<file path="src/hw/rtl/frms_pkg.sv">
// Shared constants, types and codes of the frame RMS meter.
`timescale 1ns / 1ps
package frms_pkg;

   localparam int MAX_LEN    = 1024;
   localparam int SAMPLE_W   = 16;
   localparam int MAG_W      = SAMPLE_W + 1;
   localparam int SQ_W       = 2 * SAMPLE_W - 1;
   localparam int CNT_W      = $clog2(MAX_LEN + 1);
   localparam int SUM_W      = SQ_W + $clog2(MAX_LEN);
   localparam int RMS_W      = 16;
   localparam int LEN_W      = 11;
   localparam int UNIT_W     = 2 * SAMPLE_W;
   localparam int SQRT_STEPS = UNIT_W / 2;
   localparam int STEP_W     = $clog2(SUM_W + 1);

   typedef enum logic [3:0] {
      ST_ACCUM = 4'b0001,
      ST_DIV   = 4'b0010,
      ST_SQRT  = 4'b0100,
      ST_DONE  = 4'b1000
   } frms_state_type;

   // Frame totals including the word being presented.
   typedef struct packed {
      logic [SUM_W-1:0] sum;
      logic [CNT_W-1:0] count;
      logic             too_long;
   } frms_totals_type;

   typedef struct packed {
      logic [UNIT_W-1:0] diff;
      logic              ge;
   } frms_sub_type;

endpackage

</file>
<file path="src/hw/rtl/frms_req_if.sv">
// Input channel carrying one sample word and its frame-end flag.
`timescale 1ns / 1ps
interface frms_req_if;
   logic                              valid;
   logic                              ready;
   logic signed [frms_pkg::SAMPLE_W-1:0] sample;
   logic                              frame_end;

   modport source (output valid, output sample, output frame_end, input ready);
   modport sink (input valid, input sample, input frame_end, output ready);
endinterface

</file>
<file path="src/hw/rtl/frms_rsp_if.sv">
// Result channel carrying one RMS word per frame.
`timescale 1ns / 1ps
interface frms_rsp_if;
   logic                         valid;
   logic                         ready;
   logic [frms_pkg::RMS_W-1:0]   rms_value;
   logic [frms_pkg::LEN_W-1:0]   frame_length;
   logic                         too_long;

   modport source (output valid, output rms_value, output frame_length, output too_long,
                   input ready);
   modport sink (input valid, input rms_value, input frame_length, input too_long,
                 output ready);
endinterface

</file>
<file path="src/hw/rtl/frms_accum.sv">
// Sum-of-squares and sample-count accumulator of the current frame.
`timescale 1ns / 1ps
module frms_accum (
   input  logic                                 clock,
   input  logic                                 reset,
   input  logic                                 take,
   input  logic signed [frms_pkg::SAMPLE_W-1:0] sample,
   input  logic                                 frame_end,
   output frms_pkg::frms_totals_type            totals
);

   logic [frms_pkg::SUM_W-1:0] sum_ff, sum_in;
   logic [frms_pkg::CNT_W-1:0] count_ff, count_in;
   logic                       over_ff, over_in;
   logic [frms_pkg::MAG_W-1:0] mag;
   logic [2*frms_pkg::MAG_W-1:0] product;

   always_comb begin
      if (sample[frms_pkg::SAMPLE_W-1]) begin
         mag = frms_pkg::MAG_W'(-$signed({sample[frms_pkg::SAMPLE_W-1], sample}));
      end else begin
         mag = frms_pkg::MAG_W'(sample);
      end
      product = mag * mag;

      totals.sum      = sum_ff;
      totals.count    = count_ff;
      totals.too_long = over_ff;
      // Once the frame is full, further samples only mark the overflow.
      if (count_ff < frms_pkg::CNT_W'(frms_pkg::MAX_LEN)) begin
         totals.sum   = sum_ff + frms_pkg::SUM_W'(product[frms_pkg::SQ_W-1:0]);
         totals.count = count_ff + frms_pkg::CNT_W'(1);
      end else begin
         totals.too_long = 1'b1;
      end

      sum_in   = sum_ff;
      count_in = count_ff;
      over_in  = over_ff;
      if (take) begin
         if (frame_end) begin
            sum_in   = '0;
            count_in = '0;
            over_in  = 1'b0;
         end else begin
            sum_in   = totals.sum;
            count_in = totals.count;
            over_in  = totals.too_long;
         end
      end
   end

   always_ff @(posedge clock) begin
      if (reset) begin
         sum_ff   <= '0;
         count_ff <= '0;
         over_ff  <= 1'b0;
      end else begin
         sum_ff   <= sum_in;
         count_ff <= count_in;
         over_ff  <= over_in;
      end
   end

endmodule

</file>
<file path="src/hw/rtl/frms_cmpsub.sv">
// Shared compare-and-subtract unit used by both division and square root.
`timescale 1ns / 1ps
module frms_cmpsub (
   input  logic [frms_pkg::UNIT_W-1:0] op_a,
   input  logic [frms_pkg::UNIT_W-1:0] op_b,
   output frms_pkg::frms_sub_type      result
);

   logic [frms_pkg::UNIT_W:0] wide;

   always_comb begin
      wide        = {1'b0, op_a} - {1'b0, op_b};
      result.diff = wide[frms_pkg::UNIT_W-1:0];
      result.ge   = ~wide[frms_pkg::UNIT_W];
   end

endmodule

</file>
<file path="src/hw/rtl/frms_seq.sv">
// Sequencer: restoring division then digit-by-digit square root, and result register.
`timescale 1ns / 1ps
module frms_seq (
   input  logic                            clock,
   input  logic                            reset,
   input  logic                            start,
   input  frms_pkg::frms_totals_type       totals,
   output logic                            accepting,
   output logic [frms_pkg::UNIT_W-1:0]     op_a,
   output logic [frms_pkg::UNIT_W-1:0]     op_b,
   input  frms_pkg::frms_sub_type          sub,
   output logic                            rsp_valid,
   input  logic                            rsp_ready,
   output logic [frms_pkg::RMS_W-1:0]      rsp_rms,
   output logic [frms_pkg::LEN_W-1:0]      rsp_len,
   output logic                            rsp_long
);

   frms_pkg::frms_state_type state_ff, state_in;
   logic [frms_pkg::STEP_W-1:0] step_ff, step_in;
   logic [frms_pkg::SUM_W-1:0]  work_ff, work_in;
   logic [frms_pkg::CNT_W-1:0]  div_ff, div_in;
   logic [frms_pkg::CNT_W-1:0]  rem_ff, rem_in;
   logic [frms_pkg::UNIT_W-1:0] val_ff, val_in;
   logic [frms_pkg::UNIT_W-1:0] root_ff, root_in;
   logic [frms_pkg::UNIT_W-1:0] bit_ff, bit_in;
   logic                        long_ff, long_in;
   logic                        out_valid_ff, out_valid_in;
   logic [frms_pkg::RMS_W-1:0]  out_rms_ff, out_rms_in;
   logic [frms_pkg::LEN_W-1:0]  out_len_ff, out_len_in;
   logic                        out_long_ff, out_long_in;
   logic [frms_pkg::CNT_W-1:0]  rem_shift;
   logic                        slot_free;

   assign accepting = (state_ff == frms_pkg::ST_ACCUM);
   assign rsp_valid = out_valid_ff;
   assign rsp_rms   = out_rms_ff;
   assign rsp_len   = out_len_ff;
   assign rsp_long  = out_long_ff;
   assign slot_free = !out_valid_ff || rsp_ready;
   assign rem_shift = {rem_ff[frms_pkg::CNT_W-2:0], work_ff[frms_pkg::SUM_W-1]};

   always_comb begin
      op_a = val_ff;
      op_b = root_ff | bit_ff;
      if (state_ff == frms_pkg::ST_DIV) begin
         op_a = frms_pkg::UNIT_W'(rem_shift);
         op_b = frms_pkg::UNIT_W'(div_ff);
      end
   end

   always_comb begin
      state_in     = state_ff;
      step_in      = step_ff;
      work_in      = work_ff;
      div_in       = div_ff;
      rem_in       = rem_ff;
      val_in       = val_ff;
      root_in      = root_ff;
      bit_in       = bit_ff;
      long_in      = long_ff;
      out_valid_in = out_valid_ff;
      out_rms_in   = out_rms_ff;
      out_len_in   = out_len_ff;
      out_long_in  = out_long_ff;

      if (out_valid_ff && rsp_ready) begin
         out_valid_in = 1'b0;
      end

      unique case (state_ff)
         frms_pkg::ST_ACCUM: begin
            if (start) begin
               work_in  = totals.sum;
               div_in   = totals.count;
               long_in  = totals.too_long;
               rem_in   = '0;
               step_in  = '0;
               state_in = frms_pkg::ST_DIV;
            end
         end
         frms_pkg::ST_DIV: begin
            // One quotient bit per cycle; the dividend shifts out as quotient shifts in.
            rem_in  = sub.ge ? sub.diff[frms_pkg::CNT_W-1:0] : rem_shift;
            work_in = {work_ff[frms_pkg::SUM_W-2:0], sub.ge};
            step_in = step_ff + frms_pkg::STEP_W'(1);
            if (step_ff == frms_pkg::STEP_W'(frms_pkg::SUM_W - 1)) begin
               step_in  = '0;
               state_in = frms_pkg::ST_SQRT;
            end
         end
         frms_pkg::ST_SQRT: begin
            if (step_ff == '0) begin
               // The mean is below 2^31, so the quotient fits the unit width.
               val_in  = work_ff[frms_pkg::UNIT_W-1:0];
               root_in = '0;
               bit_in  = frms_pkg::UNIT_W'(1) << (frms_pkg::UNIT_W - 2);
               step_in = frms_pkg::STEP_W'(1);
            end else begin
               if (sub.ge) begin
                  val_in  = sub.diff;
                  root_in = (root_ff >> 1) | bit_ff;
               end else begin
                  root_in = root_ff >> 1;
               end
               bit_in  = bit_ff >> 2;
               step_in = step_ff + frms_pkg::STEP_W'(1);
               if (step_ff == frms_pkg::STEP_W'(frms_pkg::SQRT_STEPS)) begin
                  state_in = frms_pkg::ST_DONE;
               end
            end
         end
         frms_pkg::ST_DONE: begin
            if (slot_free) begin
               out_valid_in = 1'b1;
               out_rms_in   = root_ff[frms_pkg::RMS_W-1:0];
               out_len_in   = frms_pkg::LEN_W'(div_ff);
               out_long_in  = long_ff;
               step_in      = '0;
               state_in     = frms_pkg::ST_ACCUM;
            end
         end
         default: begin
            state_in = frms_pkg::ST_ACCUM;
         end
      endcase
   end

   always_ff @(posedge clock) begin
      if (reset) begin
         state_ff     <= frms_pkg::ST_ACCUM;
         step_ff      <= '0;
         out_valid_ff <= 1'b0;
      end else begin
         state_ff     <= state_in;
         step_ff      <= step_in;
         out_valid_ff <= out_valid_in;
      end
   end

   always_ff @(posedge clock) begin
      work_ff     <= work_in;
      div_ff      <= div_in;
      rem_ff      <= rem_in;
      val_ff      <= val_in;
      root_ff     <= root_in;
      bit_ff      <= bit_in;
      long_ff     <= long_in;
      out_rms_ff  <= out_rms_in;
      out_len_ff  <= out_len_in;
      out_long_ff <= out_long_in;
   end

endmodule

</file>
<file path="src/hw/rtl/frame_rms_meter_unit.sv">
// Top level of the frame RMS meter.
`timescale 1ns / 1ps
// Within a frame the meter takes one sample word every cycle. The word that
// carries frame_end is followed by a stretch in which req_chan.ready is low
// while the sequencer works. Restoring division of the 41-bit sum of squares
// by the sample count comes first. The square root then loads the mean and
// runs 16 iterations, and the result register is loaded last. All of this runs
// on a single shared 32-bit compare-and-subtract unit. The result register
// lets the next frame start while a finished result is still waiting on
// rsp_chan. If that result is still waiting when the following frame's root
// is ready, the meter holds until rsp_chan takes it. Samples past 1024 in a
// frame are dropped and flagged with too_long.
module frame_rms_meter_unit (
   input  logic     clock,
   input  logic     reset,
   frms_req_if.sink   req_chan,
   frms_rsp_if.source rsp_chan
);

   frms_pkg::frms_totals_type    totals;
   frms_pkg::frms_sub_type       sub;
   logic [frms_pkg::UNIT_W-1:0]  op_a;
   logic [frms_pkg::UNIT_W-1:0]  op_b;
   logic                         accepting;
   logic                         take;

   assign req_chan.ready = accepting;
   assign take           = req_chan.valid && accepting;

   frms_accum u_accum (
      .clock     (clock),
      .reset     (reset),
      .take      (take),
      .sample    (req_chan.sample),
      .frame_end (req_chan.frame_end),
      .totals    (totals)
   );

   frms_cmpsub u_cmpsub (
      .op_a   (op_a),
      .op_b   (op_b),
      .result (sub)
   );

   frms_seq u_seq (
      .clock     (clock),
      .reset     (reset),
      .start     (take && req_chan.frame_end),
      .totals    (totals),
      .accepting (accepting),
      .op_a      (op_a),
      .op_b      (op_b),
      .sub       (sub),
      .rsp_valid (rsp_chan.valid),
      .rsp_ready (rsp_chan.ready),
      .rsp_rms   (rsp_chan.rms_value),
      .rsp_len   (rsp_chan.frame_length),
      .rsp_long  (rsp_chan.too_long)
   );

endmodule

</file>
<file path="src/flat_wrapper.sv">
// flat-port wrapper written by rule: the top's interface ports become plain ports
module frame_rms_meter_unit_flat 
  (clock, reset, req_chan_valid, req_chan_sample, req_chan_frame_end, req_chan_ready, rsp_chan_valid, rsp_chan_rms_value, rsp_chan_frame_length, rsp_chan_too_long, rsp_chan_ready);
  frms_req_if req_chan_i ();
  frms_rsp_if rsp_chan_i ();
  input  logic clock;
  input  logic reset;
  input wire logic [$bits(req_chan_i.valid)-1:0] req_chan_valid;
  input wire logic [$bits(req_chan_i.sample)-1:0] req_chan_sample;
  input wire logic [$bits(req_chan_i.frame_end)-1:0] req_chan_frame_end;
  output wire logic [$bits(req_chan_i.ready)-1:0] req_chan_ready;
  output wire logic [$bits(rsp_chan_i.valid)-1:0] rsp_chan_valid;
  output wire logic [$bits(rsp_chan_i.rms_value)-1:0] rsp_chan_rms_value;
  output wire logic [$bits(rsp_chan_i.frame_length)-1:0] rsp_chan_frame_length;
  output wire logic [$bits(rsp_chan_i.too_long)-1:0] rsp_chan_too_long;
  input wire logic [$bits(rsp_chan_i.ready)-1:0] rsp_chan_ready;
  assign req_chan_i.valid = req_chan_valid;
  assign req_chan_i.sample = req_chan_sample;
  assign req_chan_i.frame_end = req_chan_frame_end;
  assign req_chan_ready = req_chan_i.ready;
  assign rsp_chan_valid = rsp_chan_i.valid;
  assign rsp_chan_rms_value = rsp_chan_i.rms_value;
  assign rsp_chan_frame_length = rsp_chan_i.frame_length;
  assign rsp_chan_too_long = rsp_chan_i.too_long;
  assign rsp_chan_i.ready = rsp_chan_ready;
  frame_rms_meter_unit u_core (.clock(clock), .reset(reset), .req_chan(req_chan_i), .rsp_chan(rsp_chan_i));
endmodule
</file>
<file path="config.mk">
export PLATFORM = sky130hd
export DESIGN_NAME = frame_rms_meter_unit_flat
export DESIGN_NICKNAME = d
export VERILOG_FILES = /design/src/hw/rtl/frms_pkg.sv /design/src/hw/rtl/frms_req_if.sv /design/src/hw/rtl/frms_rsp_if.sv /design/src/hw/rtl/frms_accum.sv /design/src/hw/rtl/frms_cmpsub.sv /design/src/hw/rtl/frms_seq.sv /design/src/hw/rtl/frame_rms_meter_unit.sv /design/src/flat_wrapper.sv
export SDC_FILE = /design/constraint.sdc
export NUM_CORES = 1
export LEC_CHECK = 0
export BUFFER_PORTS_ARGS = -buffer_cell sky130_fd_sc_hd__buf_2
export CAP_MARGIN = 10
export CORE_MARGIN = 1.5
export CORE_UTILIZATION = 70
export CTS_BUF_LIST = sky130_fd_sc_hd__clkbuf_8
export DETAILED_ROUTE_END_ITERATION = 8
export HOLD_SLACK_MARGIN = 0.05
export PLACE_DENSITY = 0.88
export SLEW_MARGIN = 10
export SYNTH_ARGS = -nofsm -noshare
export SYNTH_HDL_FRONTEND = slang
export SYNTH_HIERARCHICAL = 1
export SYNTH_SLANG_ARGS = --single-unit
</file>
<file path="constraint.sdc">
create_clock -name clock -period 31 [get_ports clock]
set_input_delay 3.1 -clock clock [delete_from_list [all_inputs] [get_ports clock]]
set_output_delay 3.1 -clock clock [all_outputs]
set_load 0.02 [all_outputs]
</file>
Word-level counts from Yosys, hierarchy flattened:

Cells that the tools add are included.

* bits in registers: 251
* bits of input ports: 21
* output and inout bits: 30
* logic and storage cells: 86

* $add $sub $neg: 5
* multiply operators: 1
* order comparisons: 1
* eq/ne operators: 12
* multiplexer cells: 31
* bitwise logic cells: 3
* reduce and logical (&&, ||, !) cells: 15

Operators by type and width (count)
* two-way mux 32 bit: 4
* two-way mux 41 bit: 2
* one-hot mux 41 bit (2 select lines): 1
* two-way mux 31 bit: 2
* two-way mux 52 bit: 1
* adder 41 x 31 -> 41 bit: 1
* subtractor 32 x 32 -> 33 bit: 1
* bitwise OR 31 x 32 -> 32 bit: 1
* bitwise OR 32 bit: 1
* multiplier 17 x 17 -> 31 bit: 1
* two-way mux 6 bit: 4
* one-hot mux 6 bit (4 select lines): 1
* two-way mux 10 bit: 2
* two-way mux 4 bit: 5
* one-hot mux 10 bit (2 select lines): 1
* two-way mux 17 bit: 1
* negator 16 -> 17 bit: 1
* one-hot mux 4 bit (4 select lines): 1
* adder 11 x 1 -> 11 bit, second input constant: 1
* less-than comparator 11 bit, second input constant: 1
* two-way mux 11 bit: 1
* inequality test 2 bit, second input constant: 5
* AND reduction 2 bit: 4
* adder 6 x 1 -> 6 bit, second input constant: 1
* 18 further kinds: 24

Logic depth before layout (Yosys ltp):

* word-level depth: 7
* depth in mapped cells: 43
* depth with buffers taken out: 40

Cells and area by module:

Netlist, hierarchy kept.

By module, submodules not included
* frms_accum: instances 1, cells each 1527, area each 12458.2 um^2, seq. area each 1061.0 um^2
* frms_seq: instances 1, cells each 708, area each 7775.0 um^2, seq. area each 5325.1 um^2
* frms_cmpsub: instances 1, cells each 299, area each 1975.6 um^2, seq. area each 0.0 um^2
* frame_rms_meter_unit: instances 1, cells each 2, area each 12.5 um^2, seq. area each 0.0 um^2

Least setup slack after synthesis:

OpenSTA, ideal clock, no wires.

* path type: input-to-reg
* start point: input port req_chan_sample[0]
* end point: register u_core/u_seq/work_ff[35] (netlist name) (data pin)
* library setup time: 252 ps
* arrival time: 12032 ps
* data required time: 30748 ps
* setup slack: 18715 ps
* stages: 40
* buffers on the path: 2
* cell sequence: clkbuf_1 inv_2 ha_1 nand3b_1 or2_2 o21ai_0 xnor2_1 clkinv_1 nor2_1 inv_1 fa_1 inv_1 fa_1 fa_1 fa_1 fa_1 inv_1 fa_1 (+4 left out) a21o_1 a21oi_1 nor2b_1 o21ai_0 a31oi_1 or4_1 nand3_1 ha_1 nand2_1 o21ai_0 a2111oi_0 nand2_1 a211oi_1 nor3_1 and3_1 xnor2_1 nand2_1 nand2_1

RTL lines
* start, declared: RTL line flat_wrapper.sv:9 `input wire logic [$bits(req_chan_i.sample)-1:0] req_chan_sample;`
* end signal, assigned: RTL line frms_seq.sv:142 `work_ff <= work_in;`
* end, declared: RTL line frms_seq.sv:21 `logic [frms_pkg::SUM_W-1:0] work_ff, work_in;`

==> results.toml <==
[status]
run_status = "completed"

[placement]
gp_congestion = 0.954
port_buffers = 50
dpl.hpwl_um = 41500
dp_slack_ns = 17.49

[sta]
slew_violations = 0
rsz0062_at_grt = "false"
fin_skew_ns = 0.0565
timing_hold_violations_final = 0
fmax_ghz = 0.0759
setup_ws_ns = 17.82
worst_slew_pin_slew_ns = 1.22
totalNegativeSetupSlack_ns = 0
relSlewSlack = 0.185
setup_viol = 0
min_period_over_period = 0.425
fin_crit_ns = 13.18

[critical_path]
critPathTopFamily = "adder cells"
slowest_stage = "fa_1"
cpPeakStageDelay_ns = 0.55
crit_fanout = 12
critPathArrivalTime_ns = 13.50
required_ns = 31.32
crit_top_cell = "fa_1"
crit_buf_inv = 8
critPathKind = "primary input to register"
worst_setup_path_start_kind = "primary input"
critPathCaptureType = "register"

[cts]
cts_tree = "yes"
clock_sinks = 234
path_clk_slew_ns = 0.06
cts-resized-gates = 0
clock_latency_ns = 0.57
cts_setup_buffers = 0
root_buffer = "clkbuf_8"
clock_path_buffers = 3
ctsHoldBuffers = 0
cts_buffers = 41
cts_max_level = 2

[yosys]
synth_top_area_share = 0.230
synth_most_common_cell = "nand2_1"
synth_cells = 2536
synth_edf_count = 170
synth_area_leaders = "edfxtp_1 23%, fa_1 17%, ha_1 9.4%"
yosysSeqAreaShare = 0.287
syn_area_sq_um = 22200
synth_top_cell_by_area = "edfxtp_1"
synth_common_cells = "465 x nand2_1, 325 x inv_1, 220 x nor2_1"
synth_warnings = 6
synth_seq_cells = 234
async_flop_share = 0
ys.flop_type = "edfxtp_1"
avgSynthCellArea_sq_um = 8.76
ys_types = 96

[route]
drtPass1Iterations = 6
drtIter0Drc = 1745
dr_total_vias = 18200
avgRoutedWirePerCell_um = 18.0
routed_wl_um = 54400
routed.top_layer = "met4"
wl_met1_um = 21400
ant_nets = 0
dr_wl_met2_um = 26500
drc_errors = 0
routed-wl-met3_um = 4300
via_per_inst = 6.01

[global_route]
grt_pass1_wl_um = 89500
grt_overflow_total = 0
antenna_found_initial = 1
grt_pass1_vias = 18600
grt_max_degree = 66
track_usage = 0.337

[cells_and_area]
fin_nets = 2960
area_growth_pct = 6.85
drive_above_1_share = 0.0665

[floorplanning]
coreArea_sq_um = 31400
die_h_um = 181
num_rows = 65
die_x_um = 181
start_util = 0.708
io_pins = 51
die_area_sq_um = 32800

[job]
maxCapViolations = 0

[min_path]
hold_path_class = "register to register"
==> stage by stage <==
step                      utilization  cells  hold WS [ns]  area, sq um
after floorplan                     -   2568         0.400        22300
after global placement          0.728   2944         0.407        22900
after detailed placement        0.728   2944         0.415        22900
after CTS                       0.756   3020         0.429        23700
after global routing            0.756   3020         0.437        23700
final                           0.756   3021         0.433        23700
==> layout make-up <==
class | count | area, sq um
Antenna cell | 1 | 2.50
Clock buffer | 50 | 688
Multi-Input combinational cell | 1905 | 14300
Inverter | 335 | 1260
Sequential cell | 234 | 6390
Tap cell | 402 | 503
Timing Repair Buffer | 68 | 385
Clock inverter | 26 | 186
Fill cell | 2206 | 7650
==> registers in the layout (all words and copies together), names as in the netlist <==
| register | flops |
|---|---|
| u_core/u_seq/long_ff | 1 |
| u_core/u_seq/val_ff | 32 |
| u_core/u_seq/div_ff | 11 |
| u_core/u_seq/rsp_rms | 16 |
| u_core/u_seq/rsp_len | 11 |
| u_core/u_seq/rsp_valid | 1 |
| u_core/u_seq/step_ff | 6 |
| u_core/u_seq/rsp_long | 1 |
| u_core/u_seq/work_ff | 41 |
| u_core/u_seq/bit_ff | 16 |
| u_core/u_accum/over_ff | 1 |
| u_core/u_seq/rem_ff | 10 |
| u_core/u_accum/count_ff | 11 |
| u_core/u_accum/sum_ff | 41 |
| u_core/u_seq/root_ff | 31 |
| u_core/u_seq/state_ff | 4 |
==> path summary, 6_finish.rpt <==
kind	from	endpoint	slack, ns	cells past startpoint
max	req_chan_sample[0]	u_core/u_seq/work_ff[35]$_DFFE_PP_	17.82	40
min	u_core/u_seq/long_ff$_DFFE_PP_	u_core/u_seq/rsp_long$_DFFE_PP_	0.43	0
max reg2reg	u_core/u_seq/state_ff[1]$_SDFFE_PP0P_	u_core/u_seq/val_ff[29]$_DFFE_PP_	24.90	17
min reg2reg	u_core/u_seq/long_ff$_DFFE_PP_	u_core/u_seq/rsp_long$_DFFE_PP_	0.43	0
==> metal layers <==
metal  GRT usage  vias to the layer above
met5           0                        -
met4       0.155                        0
met3      0.0548                      172
met2       0.568                      852
met1       0.428                     8670
li1            -                     8475
==> worst reg2reg max path: stages, from the launching register on <==
cell and delay [ns]:
dfxtp_1 0.49, nor4b_2 1.03, buf_4 0.74, nand2_1 0.12
nand2_1 0.09, inv_1 0.04, ha_1 0.21, fa_1 0.42
nand2b_1 0.21, a21oi_2 0.23, o21ai_0 0.20, a21oi_1 0.40
a311oi_1 0.24, o21ai_2 0.18, buf_4 0.41, nor2_1 0.15
nor2_2 0.10, buf_4 0.40
==> cells by family after synthesis <==
group | share of synthesized area
AO/OA/AOI/OAI | 0.129
XOR/XNOR | 0.0468
multiplexers | 0.00738
AND/OR/NAND/NOR | 0.192
adder cells (fa/ha/maj) | 0.262
other | 0.000507
flip-flops | 0.287
buffers and inverters | 0.0744
==> cell usage in the layout (no fill, tap or decap), drive strengths merged, types with 74 or more instances in the layout <==
| cell | instances |
|---|---|
| a21oi | 151 |
| and2 | 74 |
| edfxtp | 170 |
| fa | 187 |
| ha | 167 |
| inv | 346 |
| nand2 | 465 |
| nor2 | 220 |
| o21ai | 81 |
| xnor2 | 75 |
Power is not shown: default switching activity piles up to over one toggle a cycle in this logic, so the estimate is an artifact.
